==> src/hdl/hcbd_pkg.sv <==
package hcbd_pkg;

  // Default width of the chunk size counter.
  localparam int SIZE_BITS_DEFAULT = 32;

  // Error codes reported with a finished result.
  localparam logic [2:0] ERR_OK        = 3'd0;
  localparam logic [2:0] ERR_NO_EOL    = 3'd1;
  localparam logic [2:0] ERR_NO_HEX    = 3'd2;
  localparam logic [2:0] ERR_OVERFLOW  = 3'd3;
  localparam logic [2:0] ERR_TRUNCATED = 3'd4;
  localparam logic [2:0] ERR_BAD_TERM  = 3'd5;

  // Request operation codes.
  localparam logic OP_BYTE = 1'b0;
  localparam logic OP_END  = 1'b1;

  // Characters that matter on the wire.
  localparam logic [7:0] CHAR_CR    = 8'h0D;
  localparam logic [7:0] CHAR_LF    = 8'h0A;
  localparam logic [7:0] CHAR_SPACE = 8'h20;
  localparam logic [7:0] CHAR_HT    = 8'h09;
  localparam logic [7:0] CHAR_X_LO  = 8'h78;
  localparam logic [7:0] CHAR_X_UP  = 8'h58;

  // One result from the decoder core.
  typedef struct packed {
    logic       valid;
    logic [7:0] out_byte;
    logic       data_valid;
    logic       finished;
    logic [2:0] error_code;
  } result_t;

endpackage

==> src/hdl/http_chunked_body_decoder.sv <==
// A request accepted into the input register is decoded by the core into the result register
// when it moves on; a result, if the request makes one, is then offered on out_valid.
// Throughput: one byte per cycle; the input stalls only while a result is held and
// out_stall is high.
// Reset (rst, synchronous, active high) empties both registers and returns the decoder
// to the start of a size line.
module http_chunked_body_decoder #(
  parameter int SizeBits = hcbd_pkg::SIZE_BITS_DEFAULT
) (
  input  logic       clk,
  input  logic       rst,
  input  logic       in_valid,
  output logic       in_stall,
  input  logic       op,
  input  logic [7:0] in_byte,
  output logic       out_valid,
  input  logic       out_stall,
  output logic [7:0] out_byte,
  output logic       data_valid,
  output logic       finished,
  output logic [2:0] error_code
);

  logic              in_full;
  logic              op_q;
  logic [7:0]        byte_q;
  logic              advance;
  logic              in_take;
  hcbd_pkg::result_t res;

  // The held request moves on when the output register is free or being drained.
  assign advance  = in_full && (!out_valid || !out_stall);
  assign in_stall = in_full && !advance;
  assign in_take  = in_valid && !in_stall;

  hcbd_core #(
    .SizeBits(SizeBits)
  ) u_core (
    .clk    (clk),
    .rst    (rst),
    .fire   (advance),
    .op     (op_q),
    .in_byte(byte_q),
    .res    (res)
  );

  // Input register.
  always_ff @(posedge clk) begin
    if (rst) begin
      in_full <= 1'b0;
    end else begin
      in_full <= in_take || (in_full && !advance);
    end
    if (in_take) begin
      op_q   <= op;
      byte_q <= in_byte;
    end
  end

  // Result register.
  always_ff @(posedge clk) begin
    if (rst) begin
      out_valid <= 1'b0;
    end else if (advance) begin
      out_valid <= res.valid;
    end else if (!out_stall) begin
      out_valid <= 1'b0;
    end
    if (advance) begin
      out_byte   <= res.out_byte;
      data_valid <= res.data_valid;
      finished   <= res.finished;
      error_code <= res.error_code;
    end
  end

endmodule

==> src/hdl/hcbd_core.sv <==
module hcbd_core #(
  parameter int SizeBits = hcbd_pkg::SIZE_BITS_DEFAULT
) (
  input  logic              clk,
  input  logic              rst,
  input  logic              fire,
  input  logic              op,
  input  logic [7:0]        in_byte,
  output hcbd_pkg::result_t res
);

  typedef enum logic [2:0] {
    PH_LEAD   = 3'd0,
    PH_DIGITS = 3'd1,
    PH_TAIL   = 3'd2,
    PH_DATA   = 3'd3,
    PH_DCR    = 3'd4,
    PH_DLF    = 3'd5,
    PH_DONE   = 3'd6
  } phase_t;

  phase_t              phase, phase_next;
  logic [SizeBits-1:0] bytes_left, bytes_left_next;
  logic                digit_seen, digit_seen_next;
  logic                cr_pending, cr_pending_next;
  logic                line_started, line_started_next;
  logic [2:0]          line_err, line_err_next;
  logic                lone_zero, lone_zero_next;

  logic       is_hex;
  logic [3:0] hex_val;
  logic       is_space;
  logic       fin;
  logic [2:0] fin_code;
  logic       data_out;

  // Classify the incoming byte.
  always_comb begin
    is_hex  = 1'b1;
    hex_val = 4'd0;
    if (in_byte >= 8'h30 && in_byte <= 8'h39) begin
      hex_val = 4'(in_byte - 8'h30);
    end else if (in_byte >= 8'h61 && in_byte <= 8'h66) begin
      hex_val = 4'(in_byte - 8'h57);
    end else if (in_byte >= 8'h41 && in_byte <= 8'h46) begin
      hex_val = 4'(in_byte - 8'h37);
    end else begin
      is_hex = 1'b0;
    end
    is_space = (in_byte == hcbd_pkg::CHAR_SPACE) ||
               (in_byte >= hcbd_pkg::CHAR_HT && in_byte <= hcbd_pkg::CHAR_CR);
  end

  // Next state and result for one request.
  always_comb begin
    phase_next        = phase;
    bytes_left_next   = bytes_left;
    digit_seen_next   = digit_seen;
    cr_pending_next   = cr_pending;
    line_started_next = line_started;
    line_err_next     = line_err;
    lone_zero_next    = lone_zero;
    fin               = 1'b0;
    fin_code          = hcbd_pkg::ERR_OK;
    data_out          = 1'b0;

    case (phase)
      PH_LEAD, PH_DIGITS, PH_TAIL: begin
        if (op == hcbd_pkg::OP_END) begin
          fin      = 1'b1;
          fin_code = line_started ? hcbd_pkg::ERR_NO_EOL : hcbd_pkg::ERR_OK;
        end else if (cr_pending && in_byte == hcbd_pkg::CHAR_LF) begin
          // End of the size line: start data or finish.
          digit_seen_next   = 1'b0;
          cr_pending_next   = 1'b0;
          line_started_next = 1'b0;
          line_err_next     = hcbd_pkg::ERR_OK;
          lone_zero_next    = 1'b0;
          if (!digit_seen) begin
            fin      = 1'b1;
            fin_code = hcbd_pkg::ERR_NO_HEX;
          end else if (line_err != hcbd_pkg::ERR_OK) begin
            fin      = 1'b1;
            fin_code = line_err;
          end else if (bytes_left == '0) begin
            fin      = 1'b1;
            fin_code = hcbd_pkg::ERR_OK;
          end else begin
            phase_next = PH_DATA;
          end
        end else begin
          line_started_next = 1'b1;
          cr_pending_next   = (in_byte == hcbd_pkg::CHAR_CR);
          if (phase == PH_LEAD) begin
            if (!is_space) begin
              if (!is_hex) begin
                phase_next = PH_TAIL;
              end else begin
                phase_next      = PH_DIGITS;
                digit_seen_next = 1'b1;
                lone_zero_next  = (hex_val == 4'd0);
                bytes_left_next = SizeBits'(hex_val);
              end
            end
          end else if (phase == PH_DIGITS) begin
            if (!is_hex) begin
              if (lone_zero && (in_byte == hcbd_pkg::CHAR_X_LO ||
                                in_byte == hcbd_pkg::CHAR_X_UP)) begin
                line_err_next = hcbd_pkg::ERR_NO_HEX;
              end
              phase_next = PH_TAIL;
            end else begin
              lone_zero_next = 1'b0;
              // Shifting in a digit overflows exactly when the top nibble is set.
              if (bytes_left[SizeBits-1 -: 4] != 4'd0) begin
                line_err_next = hcbd_pkg::ERR_OVERFLOW;
                phase_next    = PH_TAIL;
              end else begin
                bytes_left_next = {bytes_left[SizeBits-5:0], hex_val};
              end
            end
          end
        end
      end
      PH_DATA: begin
        if (op == hcbd_pkg::OP_END) begin
          fin      = 1'b1;
          fin_code = hcbd_pkg::ERR_TRUNCATED;
        end else begin
          data_out        = 1'b1;
          bytes_left_next = bytes_left - SizeBits'(1);
          if (bytes_left == SizeBits'(1)) begin
            phase_next = PH_DCR;
          end
        end
      end
      PH_DCR: begin
        if (op == hcbd_pkg::OP_END || in_byte != hcbd_pkg::CHAR_CR) begin
          fin      = 1'b1;
          fin_code = hcbd_pkg::ERR_BAD_TERM;
        end else begin
          phase_next = PH_DLF;
        end
      end
      PH_DLF: begin
        if (op == hcbd_pkg::OP_END || in_byte != hcbd_pkg::CHAR_LF) begin
          fin      = 1'b1;
          fin_code = hcbd_pkg::ERR_BAD_TERM;
        end else begin
          phase_next        = PH_LEAD;
          bytes_left_next   = '0;
          digit_seen_next   = 1'b0;
          cr_pending_next   = 1'b0;
          line_started_next = 1'b0;
          line_err_next     = hcbd_pkg::ERR_OK;
          lone_zero_next    = 1'b0;
        end
      end
      default: begin
        // Finished: everything is dropped until reset.
      end
    endcase

    if (fin) begin
      phase_next = PH_DONE;
    end

    res.valid      = fin || data_out;
    res.out_byte   = data_out ? in_byte : 8'd0;
    res.data_valid = data_out;
    res.finished   = fin;
    res.error_code = fin ? fin_code : hcbd_pkg::ERR_OK;
  end

  // Decoder state.
  always_ff @(posedge clk) begin
    if (rst) begin
      phase        <= PH_LEAD;
      bytes_left   <= '0;
      digit_seen   <= 1'b0;
      cr_pending   <= 1'b0;
      line_started <= 1'b0;
      line_err     <= hcbd_pkg::ERR_OK;
      lone_zero    <= 1'b0;
    end else if (fire) begin
      phase        <= phase_next;
      bytes_left   <= bytes_left_next;
      digit_seen   <= digit_seen_next;
      cr_pending   <= cr_pending_next;
      line_started <= line_started_next;
      line_err     <= line_err_next;
      lone_zero    <= lone_zero_next;
    end
  end

endmodule
==> config.mk <==
export PLATFORM = sky130hd
export DESIGN_NAME = http_chunked_body_decoder
export DESIGN_NICKNAME = d
export VERILOG_FILES = /design/src/hdl/hcbd_pkg.sv /design/src/hdl/http_chunked_body_decoder.sv /design/src/hdl/hcbd_core.sv
export SDC_FILE = /design/constraint.sdc
export NUM_CORES = 1
export LEC_CHECK = 0
export BUFFER_PORTS_ARGS = -buffer_cell sky130_fd_sc_hd__buf_4
export CAP_MARGIN = 20
export CORE_ASPECT_RATIO = 1.75
export CORE_MARGIN = 2
export CORE_UTILIZATION = 55
export DETAILED_ROUTE_END_ITERATION = 7
export PLACE_DENSITY = 0.74
export SKIP_CTS_REPAIR_TIMING = 1
export SLEW_MARGIN = 10
export SYNTH_ARGS = -nofsm -noshare
export SYNTH_HDL_FRONTEND = slang
export SYNTH_SLANG_ARGS = --single-unit
==> constraint.sdc <==
create_clock -name clk -period 3.79 [get_ports clk]
set_input_delay 0.1895 -clock clk [delete_from_list [all_inputs] [get_ports clk]]
set_output_delay 0.1895 -clock clk [all_outputs]
set_load 0.01 [all_outputs]
# --- Yosys cells after proc, flatten, opt, wreduce, memory -nomap -nowiden ---
# Index checks and enable logic that the tools add are counted.
word_totals:
  out_inout_bits: 15
  reg_bits: 66
  in_bits: 13
  wordCells: 189
op_classes:
  reduce_logical: 35
  eq_ne: 42
  mux: 85
  addsub: 4
  n_lt_le_gt_ge: 8
op_table:
  columns: ["op", "n"]
  rows:
  - ["32-bit 2-to-1 mux", 10]
  - ["32-bit one-hot mux with 3 select lines", 1]
  - ["3-bit 2-to-1 mux", 29]
  - ["1-bit 2-to-1 mux", 33]
  - ["32-bit by 1-bit equality test with 1-bit output, second input constant", 1]
  - ["32-bit zero test", 1]
  - ["32-bit by 1-bit subtractor with 32-bit output, second input constant", 1]
  - ["3-bit one-hot mux with 4 select lines", 2]
  - ["3-bit by 2-bit != test with 1-bit output, second input constant", 6]
  - ["8-bit by 4-bit equality test with 1-bit output, second input constant", 2]
  - ["8-bit by 7-bit equality test with 1-bit output, second input constant", 2]
  - ["8-bit by 7-bit >= comparator with 1-bit output, second input constant", 2]
  - ["8-bit by 7-bit less-or-equal comparator with 1-bit output, second input constant", 2]
  - ["8-bit by 4-bit != test with 1-bit output, second input constant", 2]
  - ["3-bit by 1-bit != test with 1-bit output, second input constant", 5]
  - ["7-bit AND reduction", 2]
  - ["13-bit AND reduction", 1]
  - ["4-bit 2-to-1 mux", 3]
  - ["10-bit AND reduction", 1]
  - ["1-bit logical AND", 9]
  - ["8-bit by 6-bit equality test with 1-bit output, second input constant", 1]
  - ["8-bit by 4-bit >= comparator with 1-bit output, second input constant", 1]
  - ["8-bit by 6-bit >= comparator with 1-bit output, second input constant", 1]
  - ["8-bit by 4-bit less-or-equal comparator with 1-bit output, second input constant", 1]
  - ["other kinds (31)", 55]

# --- Longest topological paths before layout ---
# Gate-level depths: netlist of run 1.
depth:
  depth_word: 12
  ltp_mapped: 10
  depth_no_buf: 8

# --- Modules after synthesis ---
# From an unflattened synthesis of run 1, not the netlist that was laid out.
unflattened:
  hier_cells: 450
  area_unflattened_um2: 3828.7
modules_own_cells:
  columns: ["mod", "area_each_um2", "cells_each", "seq_area_each_um2", "instances"]
  rows:
  - ["hcbd_core", 3079.2, 418, 820.8, 1]
  - ["http_chunked_body_decoder", 749.5, 32, 700.7, 1]

# --- Worst setup path before layout of run 1 ---
# Ideal clock, no wire load.
synth_path:
  kind: "register -> register"
  startpoint: "register byte_q[0]"
  endpoint: "register u_core.bytes_left[0]"
  setup_ns: 0.086
  slack_ns: 1.266
  period_less_slack_ns: 2.524
  path_stages_with_launch: 10
  required_ns: 3.704
  t_arrival_ns: 2.438
  path_buffers: 1
  cell_sequence: "edfxtp_1 inv_1 ha_1 nor3b_2 a311oi_4 or4_1 nand3_2 clkbuf_1 nor2_1 a211oi_1"
synth_between:
  elab_chain_len: 12
  word_cells_on_any_way: 41
  cone_classes: "3 x add/sub; 8 x order compare; 7 x eq/ne; 15 x mux; 8 x reduce/logical"
synth_rtl:
  columns: ["item", "line", "rtl"]
  rows:
  - ["start, declared", "http_chunked_body_decoder.sv:26", "logic [7:0] byte_q;"]
  - ["start signal, assigned", "http_chunked_body_decoder.sv:56", "byte_q <= in_byte;"]
  - ["8-bit by 7-bit >= comparator with 1-bit output or 8-bit by 7-bit less-or-equal comparator with 1-bit output (tied branches)", "hcbd_core.sv:45", "end else if (in_byte >= 8'h41 && in_byte <= 8'h46) begin"]
  - ["1-bit logical AND", "hcbd_core.sv:45", null]
  - ["4-bit 2-to-1 mux", "hcbd_core.sv:45", null]
  - ["4-bit 2-to-1 mux", "hcbd_core.sv:43", "end else if (in_byte >= 8'h61 && in_byte <= 8'h66) begin"]
  - ["4-bit 2-to-1 mux", "hcbd_core.sv:41", "if (in_byte >= 8'h30 && in_byte <= 8'h39) begin"]
  - ["32-bit 2-to-1 mux", "hcbd_core.sv:115", "if (bytes_left[SizeBits-1 -: 4] != 4'd0) begin"]
  - ["32-bit 2-to-1 mux", "hcbd_core.sv:106", "if (!is_hex) begin"]
  - ["32-bit 2-to-1 mux", "hcbd_core.sv:105", "end else if (phase == PH_DIGITS) begin"]
  - ["32-bit 2-to-1 mux", "hcbd_core.sv:94", "if (phase == PH_LEAD) begin"]
  - ["32-bit 2-to-1 mux", "hcbd_core.sv:72", "end else if (cr_pending && in_byte == hcbd_pkg::CHAR_LF) begin"]
  - ["32-bit 2-to-1 mux", "hcbd_core.sv:69", "if (op == hcbd_pkg::OP_END) begin"]
  - ["32-bit one-hot mux with 3 select lines", "hcbd_core.sv:67", "case (phase)"]
  - ["end signal, assigned", "hcbd_core.sv:187", "bytes_left <= bytes_left_next;"]
  - ["end, declared", "hcbd_core.sv:23", "logic [SizeBits-1:0] bytes_left, bytes_left_next;"]
# Parallel ways exist; a longest one is shown, timed or not. The select of a mux whose other input is x is not followed.
# A chain may end at the register's enable or synchronous reset.

# --- Worst setup path after layout of run 1 ---
layout_path:
  startpoint: "register byte_q[1]"
  endpoint: "register u_core.bytes_left[8]"
layout_between:
  elab_chain_len: 7
  word_cells_on_any_way: 26
  cone_classes: "8 x order compare; 7 x eq/ne; 3 x mux; 8 x reduce/logical"
layout_rtl:
  columns: ["item", "line"]
  rows:
  - ["8-bit by 7-bit >= comparator with 1-bit output or 8-bit by 7-bit less-or-equal comparator with 1-bit output (tied branches)", "hcbd_core.sv:45"]
  - ["1-bit logical AND", "hcbd_core.sv:45"]
  - ["1-bit 2-to-1 mux", "hcbd_core.sv:45"]
  - ["1-bit 2-to-1 mux", "hcbd_core.sv:43"]
  - ["1-bit 2-to-1 mux", "hcbd_core.sv:41"]
  - ["2-bit by 1-bit != test with 1-bit output (no line)", null]
  - ["10-bit AND reduction (no line) (*)", null]
# Every way passes the cells marked *; elsewhere a longest branch is shown, timed or not.

==> impl_metrics.tcl, run 1 <==
set metrics [dict create \
    run_status "completed" \
    period_share_pct 79.26 \
    start_kind "register" \
    total_power_mw 1.880 \
    synth.distinct_cells 68 \
    end_kind "register" \
    arrival_ps 3210 \
    syn_area_per_cell_um2 8.256 \
    cts_max_level 3 \
    cp_max_fo 27 \
    whs_ps 21.15 \
    critPathMaxStageDelay_ps 500 \
    ys_async_sr_fraction_pct 0 \
    ys_ff_latch 65 \
    drv_cap 0 \
    r2r_slack_ps 790 \
    viasPerCell 6.818 \
    fmax_mhz 332.9 \
    fillCellCount 633 \
    nets 518 \
    gp_congestion 0.9855 \
    drc 0 \
    first_global_vias 3831 \
    final_max_slew_viol_count 0 \
    synth_ff_type "dfxtp_1" \
    vias 4009 \
    io_pins 28 \
    worstPathRequired_ps 3990 \
    yosysSeqAreaShare_pct 37.92 \
    row_count 41 \
    numCtsBuffers 9 \
    overflow 0 \
    worst_slack_ps 786.0 \
    cts.path.max_buffers 2 \
    cts_root_buf "clkbuf_16" \
    clkLatencyLatePin_ps 340 \
    detail_route.first_pass.iterations 7 \
    rsz0062_at_grt "no" \
    clk_pin_slew_ps 60 \
    place_ws_ps 1016 \
    drive_above_1_share_pct 12.55 \
    clock-sinks 65 \
    cts_tree "done" \
    p_leak_nw 1.653 \
    powerDensity_nw_per_um2 412.0 \
    synth_edf_count 22 \
    relSlewSlack_pct 29.48 \
    path_class "reg2reg" \
    netlist_instances 486 \
    die_w_um 68.57 \
    start_util_pct 56.27 \
    grt_usage_pct 31.51 \
    clock-skew-final_ps 7.252 \
    antenna_found_initial 0 \
    dieArea_um2 8021 \
    syn_to_final_growth_pct 13.69 \
    dp_cells 572 \
    grt_max_degree 52 \
    core_area_um2 7131 \
    vdd_drop_max_v 0.0002511 \
    worstPathCellList "inv_1, ha_1, a21o_1, a211oi_1, a2bb2oi_1, and3_1, buf_4, a211o_1, o31ai_1" \
    finalCriticalPeriod_ps 3004 \
    wl_per_cell_um 19.88 \
    grt_pass1_wl_um 18820 \
    drtIter0Drc 426 \
    yosysWarnings 0 \
    worstMarginPinSlew_ps 1058 \
    tns_ps 0 \
    min_path_type "in2reg" \
    cp_slowest_cell "edfxtp_1" \
    port-buffer-count 27 \
    n_antenna_cell 0 \
    dieHeight_um 117.0 \
    hold_viol 0 \
    drtAntennaViolNets 0 \
    instances_no_fill 588 \
    dpl.hpwl_um 7936 \
    syn_nets 507 \
    setup_viol 0 \
    wirelength_um 11690 \
    synth_area_um2 4013 \
]
==> cell usage in the layout, fill, tap and decap left out, drive strengths merged, types with 9 or more instances in the layout <==
cell type	Yosys	layout
a21oi	44	44
and2	10	10
buf	8	34
clkbuf	26	9
dfxtp	43	43
edfxtp	22	22
inv	11	11
nand2	47	47
nor2	44	44
nor2b	11	11
nor3	31	31
nor4	11	11
o21ai	35	35
==> final timing paths <==
check / start / endpoint / cells after the start
worst max-delay path: byte_q[1] / u_core.bytes_left[8] / 9
worst min-delay path: in_byte[5] / byte_q[5] / 1
worst max register to register: byte_q[1] / u_core.bytes_left[8] / 9
worst min register to register: u_core.line_err[1] / u_core.line_err[1] / 2
==> critical path: cells and delay by family (launching register included) <==
family / cells / cell delay, ps
buffers and inverters: 2 / 460
AOI/OAI and AO/OA: 5 / 1380
DFF: 1 / 500
adders and majority gates: 1 / 280
and+or+nand+nor: 1 / 230
==> state kept, by name, indices dropped and copies added (netlist names) <==
name and count:
op_q 1, out_valid 1, in_full 1, u_core.bytes_left 32
u_core.line_started 1, data_valid 1, error_code 3, u_core.lone_zero 1
out_byte 8, u_core.phase 3, u_core.cr_pending 1, u_core.line_err 2
byte_q 8, u_core.digit_seen 1, finished 1
==> report_power, final <==
part	internal, mW	leakage, nW	switching, mW
sequential	0.740	0.563	0.0321
clock	0.575	0.155	0.321
combinational	0.0759	0.935	0.135
total	1.39	1.65	0.488
==> cell type report <==
class                           count  area (um^2)  area share (%)
Multi-Input combinational cell    376         2316           50.77
Sequential cell                    65         1521           33.35
Timing Repair Buffer               34        255.2           5.595
Clock buffer                        9        225.2           4.937
Tap cell                           86        107.6           2.359
Clock inverter                      7        95.09           2.084
Inverter                           11        41.29          0.9051
==> metrics by stage <==
| stage | area, um^2 | util [%] |
|---|---|---|
| 5_1_grt | 4562 | 63.98 |
| 3_3_place_gp | 4242 | 59.48 |
| 6_report | 4562 | 63.98 |
| 3_5_place_dp | 4242 | 59.48 |
| 2_1_floorplan | 4013 | - |
| 4_1_cts | 4562 | 63.98 |
==> cell families (layout without fill, tap and decap cells) <==
family,count (synthesis),count (layout),synth area share [%]
flops,65,65,37.92
buf+inv,45,61,4.365
compound gates,155,155,25.76
fa+ha+maj,8,8,2.495
mux,1,1,0.2495
xor+xnor,6,6,1.310
simple gates,206,206,27.91
==> metal layers <==
layer | global-route usage, % | wire length (um) | vias up
met3 | 6.692 | 677 | 67
met2 | 52.88 | 5984 | 198
met1 | 32.11 | 4120 | 1897
met4 | 26.40 | 907 | 0
met5 | 0 | 0 | -
li1 | - | - | 1847
==> synth_stat cells, types with 6 or more instances <==
library cell / count / area [um^2]
nand2_1: 47 / 176.4
a21oi_1: 43 / 215.2
dfxtp_1: 43 / 860.8
nor2_1: 43 / 161.4
nor3_1: 31 / 155.2
clkbuf_1: 26 / 97.59
edfxtp_1: 22 / 660.6
o21ai_1: 22 / 110.1
o21ai_0: 13 / 65.06
inv_1: 11 / 41.29
nor2b_1: 11 / 68.82
and2_1: 10 / 62.56
a31oi_1: 8 / 50.05
ha_1: 8 / 100.1
nor4_1: 8 / 50.05
o31ai_1: 8 / 60.06
a211oi_1: 7 / 52.55
a21o_1: 7 / 52.55
a32o_1: 6 / 60.06
nand2b_1: 6 / 37.54
or3_1: 6 / 37.54
No activity file was read; power rests on OpenSTA's default activity.
==> run 2: changes to the inputs <==
Settings changed: PLACE_DENSITY 0.74 to 0.77.
Clock period 3.79 ns to 2.7 ns, I/O delays scaled along.
==> run 2 against run 1 <==
Effect of this change: clock-buffer cell count stayed put; sequential cell count is the same; combinational power rose by 68%; die area unchanged; critical path type unchanged.
==> impl_metrics.tcl, run 2 (synthesis results as in run 1) <==
set metrics [dict create \
    run_status "completed" \
    instances_no_fill 624 \
    grt_pass1_wl_um 18970 \
    dieHeight_um 117.0 \
    finalCriticalPeriod_ps 2573 \
    row_count 41 \
    vdd_drop_max_v 0.0003535 \
    drv_cap 0 \
    drive_above_1_share_pct 16.91 \
    drtAntennaViolNets 0 \
    r2r_cells 8 \
    cts_root_buf "clkbuf_16" \
    grt_max_degree 52 \
    hold_viol 0 \
    core_area_um2 7131 \
    n_antenna_cell 0 \
    crit_path_start "byte_q[2]" \
    syn_to_final_growth_pct 20.99 \
    whs_ps 14.09 \
    io_pins 28 \
    nets 554 \
    setup_viol 0 \
    dpl.hpwl_um 8159 \
    final_max_slew_viol_count 0 \
    min_from "in_valid" \
    cp_max_fo 8 \
    overflow 0 \
    cts_max_level 3 \
    grt_usage_pct 31.46 \
    wirelength_um 11830 \
    end_kind "register" \
    gp_congestion 0.9255 \
    first_global_vias 3880 \
    wl_per_cell_um 18.96 \
    numCtsBuffers 9 \
    path_class "reg2reg" \
    powerDensity_nw_per_um2 530.5 \
    arrival_ps 2800 \
    dieArea_um2 8021 \
    fmax_mhz 388.6 \
    worstPathRequired_ps 2920 \
    cts.path.max_buffers 2 \
    p_leak_nw 1.816 \
    drtIter0Drc 413 \
    antenna_found_initial 0 \
    largest_register "u_core.bytes_left" \
    start_util_pct 56.27 \
    largest_registers "u_core.bytes_left x32, byte_q x8, out_byte x8" \
    viasPerCell 6.593 \
    largest_reg_flops 32 \
    hold_depth 3 \
    drc 0 \
    clkLatencyLatePin_ps 330 \
    period_share_pct 95.31 \
    detail_route.first_pass.iterations 5 \
    tns_ps 0 \
    clock-skew-final_ps 4.215 \
    min_to "in_full" \
    vias 4114 \
    fillCellCount 591 \
    worstReg2RegStart "byte_q[2]" \
    dp_cells 598 \
    port-buffer-count 27 \
    r2r-end "u_core.phase[0]" \
    r2r_slack_ps 130 \
    relSlewSlack_pct 46.46 \
    clk_pin_slew_ps 60 \
    layout_common_cells "buf_4, nand2_1, nor2_1, a21oi_1, dfxtp_1" \
    die_w_um 68.57 \
    final_common_cell "buf_4" \
    min_path_type "in2reg" \
    worstMarginPinSlew_ps 801.5 \
    cts_tree "done" \
    clock-sinks 65 \
    start_kind "register" \
]
run 2: changes by cell type in the layout (fill, tap and decap cells not counted), sizes merged:
cell         change
buf             +27
clkinvlp         +2
bufinv           -1
dlygate4sd3      +9
clkinv           -1
run 2: stage by stage:
step | area (um^2) | power (mW) | setup slack [ps] | utilization, %
after floorplan | 4013 | 1.297 | 176.1 | -
after global placement | 4449 | 1.417 | 239.8 | 62.40
after detailed placement | 4449 | 1.420 | 187.3 | 62.40
after CTS | 4746 | 2.559 | 141.3 | 66.56
after global routing | 4855 | 2.661 | -2.363 | 68.08
final | 4855 | 2.576 | 126.7 | 68.08
run 2: how the worst max path moves through the flow:
stage / endpoint / slack [ps] / cells past startpoint
floorplan: u_core.bytes_left[0] / 180 / 9
detailed placement: u_core.phase[0] / 190 / 7
global placement: u_core.phase[0] / 240 / 7
global route: u_core.bytes_left[12] / -2 / 8
finish: u_core.phase[0] / 130 / 8
CTS: u_core.bytes_left[8] / 140 / 9
run 2: area by class of cell:
type | instances | area (um^2) | area share (%)
multi-input cells | 376 | 2327 | 47.94
clock inverters | 7 | 71.32 | 1.469
inverters | 11 | 41.29 | 0.8505
repair buffers | 70 | 560.5 | 11.55
well taps | 86 | 107.6 | 2.216
flip-flops and latches | 65 | 1521 | 31.34
clock buffers | 9 | 225.2 | 4.639
run 2: routing by layer:
metal  vias up  track usage, %  share of wire, %
met5         -               0                 0
met4         0           18.27               4.9
met3        43           6.119               5.6
met2       197           55.13                52
met1      1963           33.88                37
li1       1911               -                 -
run 2: report_power, final:
part	switching, mW	internal (mW)
Sequential	0.0325	1.04
Clock	0.438	0.711
Combinational	0.210	0.144
Total	0.681	1.89
run 2: worst max-delay path: stages (launching register included):
cell and delay, ps:
edfxtp_1 580, buf_4 260, a21o_1 170, a211oi_1 290, a2bb2oi_1 410, buf_4 200, o32a_1 170, a2111oi_2 80
a211o_1 310
==> run 3: changes to the inputs <==
Settings changed: RECOVER_POWER from default to 100.
==> run 3 against run 2 <==
Effect of this change: cell count stayed put; routed wire length is 0.25% lower; sequential power hardly changed; global-route usage unchanged; critical path type unchanged; non-clock buffer count unchanged; via count decreased by 0.29%; critical endpoint unchanged; worst setup slack worse by 0.67 ps; power shrank 0.51%; core utilization is 1.2 points lower.
==> impl_metrics.tcl, run 3 (synthesis results as in run 1) <==
set metrics [dict create \
    postPlaceCellArea_um2 4449 \
    largest_registers "u_core.bytes_left x32, byte_q x8, out_byte x8" \
    clk_pin_slew_ps 60 \
    p_leak_nw 1.742 \
    end_kind "register" \
    instances_no_fill 624 \
    fmax_mhz 388.5 \
    overflow 0 \
    grt_usage_pct 31.46 \
    design_area_um2 4767 \
    r2r_slack_ps 130 \
    gp_congestion 0.9255 \
    whs_ps 15.83 \
    vdd_drop_max_v 0.0003526 \
    cp_max_fo 5 \
    io_pins 28 \
    worstPathCellList "or4b_4, a311oi_1, buf_4, nor2_2, o32a_1, a2111oi_2, a211o_1" \
    vias 4102 \
    drive_above_1_share_pct 13.20 \
    min_to "in_full" \
    relSlewSlack_pct 35.02 \
    r2r-end "u_core.phase[0]" \
    tns_ps 0 \
    largest_reg_flops 32 \
    worstPathRequired_ps 2980 \
    start_kind "register" \
    grt_max_degree 52 \
    clkLatencyLatePin_ps 340 \
    finalCriticalPeriod_ps 2574 \
    cts_max_level 3 \
    antenna_found_initial 0 \
    layout_common_cells "nand2_1, nor2_1, a21oi_1, dfxtp_1, buf_4" \
    port-buffer-count 27 \
    cp_slowest_cell "or4b_4" \
    worst_slack_ps 126.0 \
    nets 554 \
    final_max_slew_viol_count 0 \
    min_path_type "in2reg" \
    largest_register "u_core.bytes_left" \
    clock-sinks 65 \
    worstReg2RegStart "byte_q[3]" \
    clock-skew-final_ps 4.839 \
    start_util_pct 56.27 \
    cts.path.max_buffers 2 \
    seq_area_um2 1521 \
    r2r_cells 7 \
    first_global_vias 3880 \
    syn_to_final_growth_pct 18.80 \
    place_ws_ps 187.3 \
    wl_per_cell_um 18.92 \
    dieArea_um2 8021 \
    fillCellCount 621 \
    die_w_um 68.57 \
    drc 0 \
    dpl.hpwl_um 8159 \
    viasPerCell 6.574 \
    run_status "completed" \
    dieHeight_um 117.0 \
    drtIter0Drc 325 \
    min_from "in_valid" \
    period_share_pct 95.33 \
    detail_route.first_pass.iterations 5 \
    cts_root_buf "clkbuf_16" \
    setup_viol 0 \
    grt_pass1_wl_um 18970 \
    critPathMaxStageDelay_ps 590 \
    dp_cells 598 \
    hold_depth 3 \
    core_area_um2 7131 \
    path_class "reg2reg" \
    multi_input_comb_area_um2 2310 \
    wirelength_um 11800 \
    numCtsBuffers 9 \
    drtAntennaViolNets 0 \
    hold_viol 0 \
    arrival_ps 2860 \
    worstMarginPinSlew_ps 974.7 \
    row_count 41 \
    drv_cap 0 \
    powerDensity_nw_per_um2 537.5 \
    final_common_cell "nand2_1" \
    cts_tree "done" \
    n_antenna_cell 0 \
]
## run 3: final cells by class
cell class,instances,area share [%]
Sequential cell,65,31.92
Clock inverter,7,1.496
Tap cell,86,2.257
Clock buffer,9,4.724
Inverter,11,0.8661
Multi-Input combinational cell,376,48.45
Timing Repair Buffer,70,10.29
## run 3: worst max-delay path by stage
stage,startpoint,to,cells past startpoint
floorplan,byte_q[0],u_core.bytes_left[0],9
global placement,byte_q[6],u_core.phase[0],7
detailed placement,byte_q[6],u_core.phase[0],7
CTS,byte_q[0],u_core.bytes_left[8],9
global route,byte_q[3],u_core.phase[0],7
finish,byte_q[3],u_core.phase[0],7
## run 3: stage by stage
stage / utilization (%) / power, mW
after CTS: 66.56 / 2.559
after floorplan: - / 1.297
after global placement: 62.40 / 1.417
after global routing: 66.85 / 2.650
final: 66.85 / 2.562
after detailed placement: 62.40 / 1.420
## run 3: layer usage
layer  share of wire, %  global-route usage (%)
met5                  0                       0
met4                4.7                   18.27
met3                5.7                   6.119
met2                 53                   55.13
met1                 36                   33.88
## run 3: power breakdown
group          switching (mW)  internal (mW)
Combinational           0.208          0.135
Sequential             0.0315           1.04
Clock                   0.437          0.711
## run 3: critical path: cells and delay by family (launching register included)
kind | cells | cell delay (ps)
flops | 1 | 410
simple gates | 2 | 660
buf+inv | 1 | 210
compound gates | 4 | 1250
